`src/rtl/core/bfba_pkg.sv`:
```
// Shared types and constants of the best-fit bin allocator.
package bfba_pkg;

  // Table size default and field widths
  localparam int NUM_BINS_DEF = 16;
  localparam int SIZE_W       = 16;
  localparam int TAG_W        = 16;
  localparam int CAP_W        = 16;
  localparam int ACT_W        = 5;
  localparam int BIDX_W       = 4;
  localparam int INUSE_W      = 5;

  // Register reset values
  localparam logic [CAP_W-1:0] CAP_RST = 16'd100;
  localparam logic [ACT_W-1:0] ACT_RST = 5'd16;

  // Input operation codes
  localparam logic MODE_PLACE = 1'b0;
  localparam logic MODE_CLEAR = 1'b1;

  // Register map (word index)
  localparam logic REG_BIN_CAPACITY = 1'b0;
  localparam logic REG_ACTIVE_BINS  = 1'b1;

  typedef enum logic [1:0] {
    ST_IDLE,
    ST_SCAN,
    ST_DRAIN,
    ST_COMMIT
  } state_t;

  // Controller to datapath
  typedef struct packed {
    logic accept;
    logic issue;
    logic commit;
  } ctrl_cmd_t;

  // Datapath to controller
  typedef struct packed {
    logic skip_scan;
    logic last_issue;
    logic out_free;
  } dp_status_t;

endpackage

```
`src/rtl/core/bfba_ram.sv`:
```
// Generic single-write, single-read RAM with registered read data.
module bfba_ram #(
  parameter int WIDTH = 16,
  parameter int DEPTH = 16
) (
  input  logic                                 clk,
  input  logic                                 wr_en,
  input  logic [(DEPTH > 1 ? $clog2(DEPTH) : 1)-1:0] wr_addr,
  input  logic [WIDTH-1:0]                     wr_data,
  input  logic                                 rd_en,
  input  logic [(DEPTH > 1 ? $clog2(DEPTH) : 1)-1:0] rd_addr,
  output logic [WIDTH-1:0]                     rd_data
);

  logic [WIDTH-1:0] mem [DEPTH];

  // Write port
  always_ff @(posedge clk) begin
    if (wr_en) begin
      mem[wr_addr] <= wr_data;
    end
  end

  // Registered read port
  always_ff @(posedge clk) begin
    if (rd_en) begin
      rd_data <= mem[rd_addr];
    end
  end

endmodule

```
`src/rtl/core/bfba_ctrl.sv`:
```
// Sequencer for accept, bin scan, drain and commit of one item.
module bfba_ctrl
  import bfba_pkg::*;
(
  input  logic       clk,
  input  logic       rst,
  input  logic       in_valid,
  output logic       in_ready,
  input  dp_status_t status,
  output ctrl_cmd_t  cmd
);

  state_t state;
  state_t state_next;

  // State register
  always_ff @(posedge clk) begin
    if (rst) begin
      state <= ST_IDLE;
    end else begin
      state <= state_next;
    end
  end

  // Next state
  always_comb begin
    state_next = state;
    unique case (state)
      ST_IDLE: begin
        if (in_valid) begin
          state_next = status.skip_scan ? ST_COMMIT : ST_SCAN;
        end
      end
      ST_SCAN: begin
        if (status.last_issue) begin
          state_next = ST_DRAIN;
        end
      end
      ST_DRAIN: begin
        state_next = ST_COMMIT;
      end
      ST_COMMIT: begin
        if (status.out_free) begin
          state_next = ST_IDLE;
        end
      end
      default: begin
        state_next = ST_IDLE;
      end
    endcase
  end

  // Outputs
  always_comb begin
    in_ready   = 1'b0;
    cmd.accept = 1'b0;
    cmd.issue  = 1'b0;
    cmd.commit = 1'b0;
    unique case (state)
      ST_IDLE: begin
        in_ready   = 1'b1;
        cmd.accept = in_valid;
      end
      ST_SCAN: begin
        cmd.issue = 1'b1;
      end
      ST_DRAIN: begin
      end
      ST_COMMIT: begin
        cmd.commit = status.out_free;
      end
      default: begin
      end
    endcase
  end

endmodule

```
`src/rtl/core/bfba_datapath.sv`:
```
// Bin table, best-fit compare, commit logic and output register.
module bfba_datapath
  import bfba_pkg::*;
#(
  parameter int NUM_BINS = NUM_BINS_DEF
) (
  input  logic               clk,
  input  logic               rst,
  input  ctrl_cmd_t          cmd,
  output dp_status_t         status,
  // configuration
  input  logic [CAP_W-1:0]   bin_capacity,
  input  logic [ACT_W-1:0]   active_bins,
  // incoming item
  input  logic               in_mode,
  input  logic [SIZE_W-1:0]  in_item_size,
  input  logic [TAG_W-1:0]   in_item_id,
  // result
  output logic               out_valid,
  input  logic               out_ready,
  output logic [TAG_W-1:0]   out_item_tag,
  output logic               out_placed,
  output logic [BIDX_W-1:0]  out_bin_index,
  output logic [SIZE_W-1:0]  out_remaining_after,
  output logic [INUSE_W-1:0] out_bins_in_use
);

  localparam int IDX_W = (NUM_BINS > 1) ? $clog2(NUM_BINS) : 1;
  localparam int CNT_W = $clog2(NUM_BINS + 1);
  localparam int LIM_W = (CNT_W > ACT_W) ? CNT_W : ACT_W;
  localparam int BXT_W = (IDX_W > BIDX_W) ? IDX_W : BIDX_W;
  localparam int UXT_W = (CNT_W > INUSE_W) ? CNT_W : INUSE_W;

  // Latched item
  logic              op_clear;
  logic [SIZE_W-1:0] op_size;
  logic [TAG_W-1:0]  op_tag;

  // Scan state
  logic [IDX_W-1:0]  scan_addr;
  logic              pend;
  logic [IDX_W-1:0]  pend_addr;
  logic              found;
  logic [IDX_W-1:0]  best_idx;
  logic [CAP_W-1:0]  best_rem;

  // Table state: a bin that is not used holds fill_value
  logic [NUM_BINS-1:0] used;
  logic [CAP_W-1:0]    fill_value;
  logic [CNT_W-1:0]    in_use;

  logic [CAP_W-1:0]  ram_q;
  logic [CAP_W-1:0]  cur_rem;
  logic [CAP_W-1:0]  new_rem;
  logic              ram_we;
  logic [CNT_W-1:0]  in_use_next;
  logic [LIM_W-1:0]  act_ext;
  logic [LIM_W-1:0]  lim_ext;
  logic [CNT_W-1:0]  limit;
  logic [BXT_W-1:0]  best_ext;
  logic [UXT_W-1:0]  in_use_ext;

  // Usable bin count: active_bins capped at the table size
  always_comb begin
    act_ext = LIM_W'(active_bins);
    lim_ext = (act_ext > LIM_W'(NUM_BINS)) ? LIM_W'(NUM_BINS) : act_ext;
    limit   = CNT_W'(lim_ext);
  end

  // Status to the controller
  assign status.skip_scan  = (in_mode == MODE_CLEAR) || (limit == '0);
  assign status.last_issue = ((CNT_W'(scan_addr) + CNT_W'(1)) == limit);
  assign status.out_free   = !out_valid || out_ready;

  // Remaining capacity table
  assign new_rem = best_rem - op_size;
  assign ram_we  = cmd.commit && !op_clear && found;

  bfba_ram #(
    .WIDTH (CAP_W),
    .DEPTH (NUM_BINS)
  ) u_rem_ram (
    .clk     (clk),
    .wr_en   (ram_we),
    .wr_addr (best_idx),
    .wr_data (new_rem),
    .rd_en   (cmd.issue),
    .rd_addr (scan_addr),
    .rd_data (ram_q)
  );

  assign cur_rem = used[pend_addr] ? ram_q : fill_value;

  // Count after a placement
  assign in_use_next = used[best_idx] ? in_use : (in_use + CNT_W'(1));

  // Item latch and scan
  always_ff @(posedge clk) begin
    if (rst) begin
      pend  <= 1'b0;
      found <= 1'b0;
    end else begin
      pend <= cmd.issue;
      if (cmd.accept) begin
        found <= 1'b0;
      end else if (pend && (cur_rem >= op_size) && (!found || (cur_rem < best_rem))) begin
        found <= 1'b1;
      end
    end
  end

  always_ff @(posedge clk) begin
    pend_addr <= scan_addr;
    if (cmd.accept) begin
      op_clear  <= (in_mode == MODE_CLEAR);
      op_size   <= in_item_size;
      op_tag    <= in_item_id;
      scan_addr <= '0;
    end else if (cmd.issue) begin
      scan_addr <= scan_addr + IDX_W'(1);
    end
    // best-fit compare, strict less keeps the lowest index on ties
    if (pend && (cur_rem >= op_size) && (!found || (cur_rem < best_rem))) begin
      best_idx <= pend_addr;
      best_rem <= cur_rem;
    end
  end

  // Table flags, fill value and in-use count
  always_ff @(posedge clk) begin
    if (rst) begin
      used       <= '0;
      in_use     <= '0;
      fill_value <= CAP_RST;
    end else if (cmd.commit) begin
      if (op_clear) begin
        used       <= '0;
        in_use     <= '0;
        fill_value <= bin_capacity;
      end else if (found) begin
        used[best_idx] <= 1'b1;
        in_use         <= in_use_next;
      end
    end
  end

  // Output register
  assign best_ext   = BXT_W'(best_idx);
  assign in_use_ext = op_clear ? '0 :
                      (found ? UXT_W'(in_use_next) : UXT_W'(in_use));

  always_ff @(posedge clk) begin
    if (rst) begin
      out_valid <= 1'b0;
    end else if (cmd.commit) begin
      out_valid <= 1'b1;
    end else if (out_ready) begin
      out_valid <= 1'b0;
    end
  end

  always_ff @(posedge clk) begin
    if (cmd.commit) begin
      out_item_tag        <= op_tag;
      out_placed          <= found && !op_clear;
      out_bin_index       <= (found && !op_clear) ? best_ext[BIDX_W-1:0] : '0;
      out_remaining_after <= (found && !op_clear) ? new_rem : '0;
      out_bins_in_use     <= in_use_ext[INUSE_W-1:0];
    end
  end

endmodule

```
`src/rtl/core/best_fit_bin_allocator_unit.sv`:
```
// Top level of the best-fit bin allocator: register port, controller, datapath.
//
//  Channel  Direction  Handshake            Payload
//  s_axis   in         s_axis_tvalid/tready tdata {item_id, item_size}, tuser mode
//  m_axis   out        m_axis_tvalid/tready tdata {bins_in_use, remaining_after,
//                                           bin_index, item_tag}, tuser placed
//  apb      in         psel/penable/pready  bin_capacity @0x0, active_bins @0x4
//
// A place item reads min(active_bins, NUM_BINS) bins, one bin per cycle from the
// single read port of the capacity RAM, then passes a drain and a commit state.
// A clear, or a place with no usable bin, goes from idle straight to commit.
// A new item is taken while the previous result still sits in the output
// register; commit waits for that register to free. Reset is synchronous and
// leaves all bins empty at capacity 100 with no clearing pass.
module best_fit_bin_allocator_unit
  import bfba_pkg::*;
#(
  parameter int NUM_BINS = NUM_BINS_DEF
) (
  input  logic        clk,
  input  logic        rst,
  // input items
  input  logic        s_axis_tvalid,
  output logic        s_axis_tready,
  input  logic [31:0] s_axis_tdata,  // [15:0] item_size, [31:16] item_id
  input  logic        s_axis_tuser,  // [0] mode
  // result items
  output logic        m_axis_tvalid,
  input  logic        m_axis_tready,
  output logic [47:0] m_axis_tdata,  // [15:0] item_tag, [19:16] bin_index,
                                     // [35:20] remaining_after, [40:36] bins_in_use
  output logic        m_axis_tuser,  // [0] placed
  // configuration
  input  logic        psel,
  input  logic        penable,
  input  logic        pwrite,
  input  logic [2:0]  paddr,
  input  logic [31:0] pwdata,
  output logic [31:0] prdata,
  output logic        pready
);

  logic [CAP_W-1:0]   bin_capacity;
  logic [ACT_W-1:0]   active_bins;
  ctrl_cmd_t          cmd;
  dp_status_t         status;
  logic [TAG_W-1:0]   res_tag;
  logic [BIDX_W-1:0]  res_bin;
  logic [SIZE_W-1:0]  res_rem;
  logic [INUSE_W-1:0] res_inuse;

  // Register port
  assign pready = 1'b1;

  always_ff @(posedge clk) begin
    if (rst) begin
      bin_capacity <= CAP_RST;
      active_bins  <= ACT_RST;
    end else if (psel && penable && pwrite && pready) begin
      unique case (paddr[2])
        REG_BIN_CAPACITY: bin_capacity <= pwdata[CAP_W-1:0];
        REG_ACTIVE_BINS:  active_bins  <= pwdata[ACT_W-1:0];
        default: begin
        end
      endcase
    end
  end

  always_comb begin
    prdata = '0;
    unique case (paddr[2])
      REG_BIN_CAPACITY: prdata = 32'(bin_capacity);
      REG_ACTIVE_BINS:  prdata = 32'(active_bins);
      default:          prdata = '0;
    endcase
  end

  bfba_ctrl u_ctrl (
    .clk      (clk),
    .rst      (rst),
    .in_valid (s_axis_tvalid),
    .in_ready (s_axis_tready),
    .status   (status),
    .cmd      (cmd)
  );

  bfba_datapath #(
    .NUM_BINS (NUM_BINS)
  ) u_datapath (
    .clk                 (clk),
    .rst                 (rst),
    .cmd                 (cmd),
    .status              (status),
    .bin_capacity        (bin_capacity),
    .active_bins         (active_bins),
    .in_mode             (s_axis_tuser),
    .in_item_size        (s_axis_tdata[15:0]),
    .in_item_id          (s_axis_tdata[31:16]),
    .out_valid           (m_axis_tvalid),
    .out_ready           (m_axis_tready),
    .out_item_tag        (res_tag),
    .out_placed          (m_axis_tuser),
    .out_bin_index       (res_bin),
    .out_remaining_after (res_rem),
    .out_bins_in_use     (res_inuse)
  );

  assign m_axis_tdata = {7'd0, res_inuse, res_rem, res_bin, res_tag};

endmodule

```
`config.mk`:
```
export PLATFORM = sky130hd
export DESIGN_NAME = best_fit_bin_allocator_unit
export DESIGN_NICKNAME = d
export VERILOG_FILES = /design/src/rtl/core/bfba_pkg.sv /design/src/rtl/core/bfba_ram.sv /design/src/rtl/core/bfba_ctrl.sv /design/src/rtl/core/bfba_datapath.sv /design/src/rtl/core/best_fit_bin_allocator_unit.sv
export SDC_FILE = /design/constraint.sdc
export NUM_CORES = 1
export LEC_CHECK = 0
export BUFFER_PORTS_ARGS = -buffer_cell sky130_fd_sc_hd__clkbuf_2
export CAP_MARGIN = 30
export CORE_MARGIN = 3
export CORE_UTILIZATION = 30
export DETAILED_ROUTE_END_ITERATION = 10
export SYNTH_ARGS = -nofsm -noshare
export SYNTH_HDL_FRONTEND = slang
export SYNTH_SLANG_ARGS = --single-unit
```
`constraint.sdc`:
```
create_clock -name clk -period 5.67 [get_ports clk]
set_input_delay 1.134 -clock clk [delete_from_list [all_inputs] [get_ports clk]]
set_output_delay 1.134 -clock clk [all_outputs]
set_load 0.03 [all_outputs]
```
==> summary.md, run 1 <==
| Metric | Value |
|---|---|
| Post-synthesis xor/xnor area fraction | `1.18%` |
| Critical path arrival | `4620 ps` |
| Hold Fails Final Rpt | `0` |
| Setup violators final | `0` |
| Hold Buf Count CTS | `0` |
| Root Buffer | `clkbuf_16` |
| GP Congestion | `0.807` |
| CTS tree | `yes` |
| # diodes | `0` |
| Top_reg_cell synth | `edfxtp_1` |
| Initial cell density of the core | `30.6%` |
| DRT Pass-1 Iters | `4` |
| Hold path cells | `0` |
| Mux cell area share after synthesis | `13.2%` |
| Main combinational cell family by area after synthesis | `multiplexers` |
| H-tree lvl count | `2` |
| Top cell type's share of synthesized area | `60.6%` |
| R2R Path Start | `u_datapath.pend_addr[2]$_DFF_P_` |
| Yosys warnings | `0` |
| HP Class | `flop to flop` |
| Hold endpoint | `u_datapath.out_item_tag[7]$_DFFE_PP_` |
| Final #Nets | `1405` |
| Fin. max-slew vios | `0` |
| Critical-path cell list | `mux4_2 -> mux2i_1 -> mux2_2 -> mux2_2 -> ha_1 -> nand2_1 -> nor3_1 -> nand2_1 -> o21ai_0 -> o311ai_0 -> nor2_2 -> buf_4` |
| Number of DRC markers in iteration 0 | `696` |
| Asr flop ratio synth | `0%` |
| Vias | `9969` |
| Hpwl dp | `27100 µm` |
| CP Class | `flop to flop` |
| Post-synthesis compound-gate area fraction | `4.19%` |
| Layout cells sized above 1 | `27.8%` |
| Crit-path slowest cell | `mux4_2` |
| Rows | `89` |
| Final setup TNS | `0 ps` |
| Max Cap Violations | `0` |
| Distinct cells, synth | `55` |
| Die width | `252 µm` |
| Port Buf Inserts | `116` |
| TritonCTS buffer count | `45` |
| Cts repair resizes | `0` |
| Crit path launch type | `flop` |
| Top post-synthesis cells by area | `edfxtp_1, mux4_2, dfxtp_1, ha_1, nand2_1` |
| Routed wire per std cell | `19.8 µm` |
| Synth Area in Adders | `3.69%` |
| Area Growth Syn to Fin | `17.5%` |
| Fmax | `228 MHz` |
| Synth Area in Simple Gates | `6.30%` |
| Filler cells | `5573` |
| Post-route DRC | `0` |
| Worst-margin pin slew | `1000 ps` |
| Clock slew at reported path FFs | `60 ps` |
| EDFF count, synth | `367` |
| Drt total wl | `41200 µm` |
| CP Capture Type | `flop` |
| Worst stage delay on the critical path | `540 ps` |
| Die Ht | `252 µm` |
| CP required | `5910 ps` |
| Status | `finished clean` |
| Reg2reg path depth | `12` |
| Final period utilization | `77.2%` |
| R2R setup slack | `1290 ps` |
| Worst Path Max Fanout | `16` |
| Clk_skew | `11.8 ps` |
| Clk Latency, worst-skew pair | `550 ps` |
| Vias per cell | `4.78` |
| Sink Count | `438` |
| Remaining Overflow, GRT | `0` |
| Cells after DPL | `2001` |
| Core Region | `59500 µm²` |
| Largest net degree at the start of global routing | `49` |
| Fin cells | `2086` |
| Leak | `7.58 nW` |
| Die area | `63600 µm²` |
| Netlist Area Pre-Place | `18200 µm²` |
| P per Cell Area | `397 nW/µm²` |
| Hold wc startpoint | `u_datapath.op_tag[7]$_DFFE_PP_` |
| Num ports | `159` |
| Register area share after synthesis | `68.4%` |
| R2R Path End | `u_datapath.best_ext[1]$_DFFE_PP_` |
| RSZ-0062 raised after global routing | `no` |
| Routed Antenna Nets | `0` |
| #FFs+latches synth | `438` |
| Setup bufs post-CTS | `0` |
| Gate Count Post-Synth | `1114` |
| Synth area leader | `edfxtp_1` |
| VDD IR max | `220 µV` |
| Deepest clock path buffer count | `3` |
| GRT Total Usage | `12.9%` |
| Initial antenna violation count | `0` |
| First-pass GRT wire length | `62900 µm` |
| Minimum clock period | `4380 ps` |
| Syn_area_per_cell | `16.3 µm²` |
| Hold_ws | `419 ps` |
| Relative slew slack | `33.0%` |
| Vias in the first global route | `10100` |
==> kinds of logic (layout without fill, tap and decap cells) <==
kind of cell,Yosys count,count (layout)
other,2,24
buffers and inverters,114,291
muxes,125,125
and+or+nand+nor,238,238
adders and majority gates,53,53
DFF,438,438
xor gates and xnor gates,23,23
AOI/OAI and AO/OA,121,121
==> cells in the final DEF (no fill, tap or decap), drive strengths merged, types with 4 or more instances in the layout <==
| master | instances |
|---|---|
| clkinv | 12 |
| nand2 | 91 |
| nor2b | 19 |
| nor3 | 14 |
| xor2 | 8 |
| dfxtp | 71 |
| xnor2 | 14 |
| ha | 52 |
| a21o | 10 |
| buf | 45 |
| and2 | 12 |
| nand4 | 4 |
| conb | 24 |
| bufinv | 5 |
| clkbuf | 168 |
| mux2i | 15 |
| nand3b | 12 |
| o21ai | 13 |
| a21oi | 51 |
| o21a | 23 |
| mux2 | 21 |
| nand2b | 5 |
| or2 | 5 |
| and3 | 6 |
| clkinvlp | 8 |
| edfxtp | 367 |
| a211oi | 4 |
| mux4 | 89 |
| nand3 | 8 |
| inv | 53 |
| nor2 | 54 |
==> registers in the layout (all words and copies together) (netlist names), 2 cells and up <==
signal / flops
active_bins: 5
bin_capacity: 16
u_ctrl.state: 2
u_datapath.best_ext: 4
u_datapath.best_rem: 16
u_datapath.fill_value: 16
u_datapath.in_use: 5
u_datapath.op_size: 16
u_datapath.op_tag: 16
u_datapath.out_bin_index: 4
u_datapath.out_bins_in_use: 5
u_datapath.out_item_tag: 16
u_datapath.out_remaining_after: 16
u_datapath.pend_addr: 4
u_datapath.scan_addr: 4
u_datapath.u_rem_ram.mem: 256
u_datapath.u_rem_ram.rd_data: 16
u_datapath.used: 16
==> synthesized netlist by cell type, types with 10 or more instances <==
master / n
a21o_1: 10
a21oi_1: 51
and2_1: 11
buf_4: 25
clkbuf_1: 35
dfxtp_1: 71
edfxtp_1: 367
ha_1: 52
inv_1: 47
mux2_2: 21
mux2i_1: 15
mux4_2: 86
nand2_1: 91
nand3b_1: 12
nor2_1: 53
nor2b_1: 19
nor3_1: 14
o21a_1: 23
o21ai_0: 13
xnor2_1: 14
==> worst max-delay path by stage <==
stage	slack, ps	end	start
floorplan	1590	u_datapath.best_ext[0]$_DFFE_PP_	u_datapath.pend_addr[2]$_DFF_P_
global placement	1220	u_datapath.best_ext[1]$_DFFE_PP_	u_datapath.pend_addr[2]$_DFF_P_
detailed placement	1180	u_datapath.best_ext[2]$_DFFE_PP_	u_datapath.pend_addr[2]$_DFF_P_
CTS	1180	u_datapath.best_ext[1]$_DFFE_PP_	u_datapath.pend_addr[2]$_DFF_P_
global route	830	u_datapath.best_rem[3]$_DFFE_PP_	u_datapath.pend_addr[2]$_DFF_P_
finish	1290	u_datapath.best_ext[1]$_DFFE_PP_	u_datapath.pend_addr[2]$_DFF_P_
==> through the flow <==
step	utilization, %	setup slack, ps	total power, mW	area [µm²]
after floorplan	-	1590	5.06	18300
after global placement	33.1	1220	5.48	19700
after detailed placement	33.3	1180	5.54	19800
after CTS	35.9	1180	8.59	21400
after global routing	35.9	831	8.86	21400
final	35.9	1290	8.49	21400
==> metal layers <==
metal	share of wire, %	up-vias	track usage (%)
met3	5.0	51	2.10
met1	43	5094	17.1
met4	2.0	0	3.25
li1	-	4539	-
met5	0	-	0
met2	50	285	22.3
==> power breakdown <==
group / switching [mW] / internal [mW]
registers: 0.119 / 3.87
clock network: 1.26 / 1.76
logic: 0.878 / 0.602
total: 2.26 / 6.23
==> worst max-delay path, delay by kind of cell, from the launching register on <==
kind,cells,cell delay (ps)
flip-flops,1,470
AO/OA/AOI/OAI,2,380
adder cells (fa/ha/maj),1,300
buffers and inverters,1,340
multiplexers,4,1600
AND/OR/NAND/NOR,4,970
==> final cells by class <==
cell class / instances / area, µm² / share of cell area (%)
flip-flops and latches: 438 / 12400 / 58.2
clock buffers: 52 / 1200 / 5.63
well taps: 773 / 967 / 4.53
repair buffers: 161 / 946 / 4.43
clock inverters: 31 / 322 / 1.50
multi-input cells: 584 / 5310 / 24.8
inverters: 47 / 176 / 0.826
Power figures use the tool's default switching activity.
==> run 2: changes to the inputs <==
==> constraint.sdc (replaced) <==
create_clock -name clk -period 3.9 [get_ports clk]
set_input_delay 0.78 -clock clk [delete_from_list [all_inputs] [get_ports clk]]
set_output_delay 0.78 -clock clk [all_outputs]
set_load 0.03 [all_outputs]
==> summary.md, run 2 (synthesis gave the netlist of run 1 again) <==
| Metric | Value |
|---|---|
| Max reg flops | `256 (unchanged)` |
| Area Growth Syn to Fin | `18.6%` |
| Largest net degree at the start of global routing | `39 (-20%)` |
| Max Cap Violations | `0 (unchanged)` |
| Fin. max-slew vios | `0 (unchanged)` |
| Hpwl dp | `27400 µm (+1.2%)` |
| Final #Nets | `1415 (+0.71%)` |
| Register with the most flip-flops | `u_datapath.u_rem_ram.mem` |
| GP Congestion | `0.833 (+3.1%)` |
| HP Class | `input port to flop` |
| P per Cell Area | `580 nW/µm² (+46%)` |
| H-tree lvl count | `2 (unchanged)` |
| Die Ht | `252 µm (unchanged)` |
| Remaining Overflow, GRT | `0 (unchanged)` |
| Clk_skew | `17.3 ps (+5.49 ps)` |
| Sink Count | `438 (unchanged)` |
| Root Buffer | `clkbuf_16` |
| Clock slew at reported path FFs | `60 ps (about the same)` |
| Seq. cell area | `12400 µm² (about the same)` |
| Setup violators final | `0 (unchanged)` |
| Layout cells sized above 1 | `28.2% (+0.39 points)` |
| Commonest non-fill, non-tap cell in the layout | `edfxtp_1` |
| First-pass GRT wire length | `63000 µm (about the same)` |
| TritonCTS buffer count | `44 (-2.2%)` |
| # diodes | `0 (unchanged)` |
| Area occupied by multi-input gates | `5310 µm² (unchanged)` |
| Fin util | `36.3% (+0.33 points)` |
| Status | `finished clean` |
| Fmax | `277 MHz (+21%)` |
| Die area | `63600 µm² (unchanged)` |
| Worst-margin pin slew | `993 ps (-8.18 ps)` |
| Final setup TNS | `0 ps (unchanged)` |
| Number of DRC markers in iteration 0 | `717 (+3.0%)` |
| Routed Antenna Nets | `0 (unchanged)` |
| Port Buf Inserts | `116 (unchanged)` |
| Critical path arrival | `3880 ps (-740 ps)` |
| Core Region | `59500 µm² (unchanged)` |
| CTS tree | `yes` |
| VDD IR max | `316 µV (+44%)` |
| Deepest clock path buffer count | `3 (unchanged)` |
| Crit path launch type | `flop` |
| Vias | `9935 (-0.34%)` |
| Initial antenna violation count | `0 (unchanged)` |
| Vias in the first global route | `10200 (+1.1%)` |
| RSZ-0062 raised after global routing | `no` |
| Die width | `252 µm (unchanged)` |
| Num ports | `159 (unchanged)` |
| CP Class | `flop to flop` |
| Relative slew slack | `33.3% (+0.32 points)` |
| Vias per cell | `4.74 (-0.82%)` |
| Minimum clock period | `3610 ps (-767 ps)` |
| Setup bufs post-CTS | `0 (unchanged)` |
| Hold Buf Count CTS | `0 (unchanged)` |
| Hold Fails Final Rpt | `0 (unchanged)` |
| Cts repair resizes | `0 (unchanged)` |
| Initial cell density of the core | `30.6% (unchanged)` |
| R2R setup slack | `290 ps (-1000 ps)` |
| Clk Latency, worst-skew pair | `580 ps (+30 ps)` |
| DRT Pass-1 Iters | `5 (+1)` |
| Routed wire per std cell | `19.6 µm (-0.55%)` |
| Leak | `7.69 nW (+1.5%)` |
| Filler cells | `5621 (+0.86%)` |
| Worst Path Max Fanout | `20 (+4)` |
| GRT Total Usage | `13.0% (+0.13 points)` |
| Rows | `89 (unchanged)` |
| Post-route DRC | `0 (unchanged)` |
| CP Capture Type | `flop` |
| Final period utilization | `92.6% (+15 points)` |
| Drt total wl | `41200 µm (about the same)` |
| CP required | `4170 ps (-1740 ps)` |
| Commonest cells after routing, fill and taps aside | `edfxtp_1, clkbuf_2, nand2_1` |
## run 2: power breakdown
part           internal [mW]  leakage (nW)  switching [mW]
logic                  0.910          3.04            1.32
clock network           2.73         0.774            1.81
registers               5.62          3.88           0.125
## run 2: worst paths after layout
path | startpoint | end | cells past startpoint
setup / recovery | u_datapath.pend_addr[2]$_DFF_P_ | u_datapath.best_rem[2]$_DFFE_PP_ | 13
hold / removal | s_axis_tdata[20] | u_datapath.op_tag[4]$_DFFE_PP_ | 1
setup reg to reg | u_datapath.pend_addr[2]$_DFF_P_ | u_datapath.best_rem[2]$_DFFE_PP_ | 13
hold reg to reg | u_datapath.op_tag[15]$_DFFE_PP_ | u_datapath.out_item_tag[15]$_DFFE_PP_ | 0
## run 2: through the flow
stage          hold slack [ps]  instances  setup WS, ps  total power, mW  cell area [µm²]
5_1_grt                    356       2096          65.3             13.1            21600
2_1_floorplan              329       1136           113             7.35            18300
3_3_place_gp               400       2008           167             8.00            19900
3_5_place_dp               405       2012           166             8.10            20000
6_report                   376       2096           288             12.5            21600
4_1_cts                    344       2094           148             12.7            21500
## run 2: worst max-delay path: stages, from the launching register on
cell      delay (ps)
dfxtp_2          400
mux4_2           510
mux2i_1          140
mux2_2           200
buf_12           160
mux2_2           380
ha_1             310
nand2_1           50
o21ai_0          230
a21oi_1          130
o21ai_0          220
o311ai_0         190
nor2_2           160
buf_12           200
## run 2: layout make-up
| class | instances | share of cell area [%] |
|---|---|---|
| multi-input cells | 584 | 24.6 |
| well taps | 773 | 4.48 |
| repair buffers | 172 | 5.08 |
| inverters | 47 | 0.818 |
| flip-flops and latches | 438 | 57.7 |
| clock inverters | 29 | 1.72 |
| clock buffers | 53 | 5.55 |
## run 2: per-layer routing
metal	vias to the layer above	global-route usage, %	routed length (µm)
met2	242	22.0	20000
met1	5067	17.2	18300
met5	-	0	0
met3	65	2.42	1860
met4	0	4.02	973
li1	4561	-	-
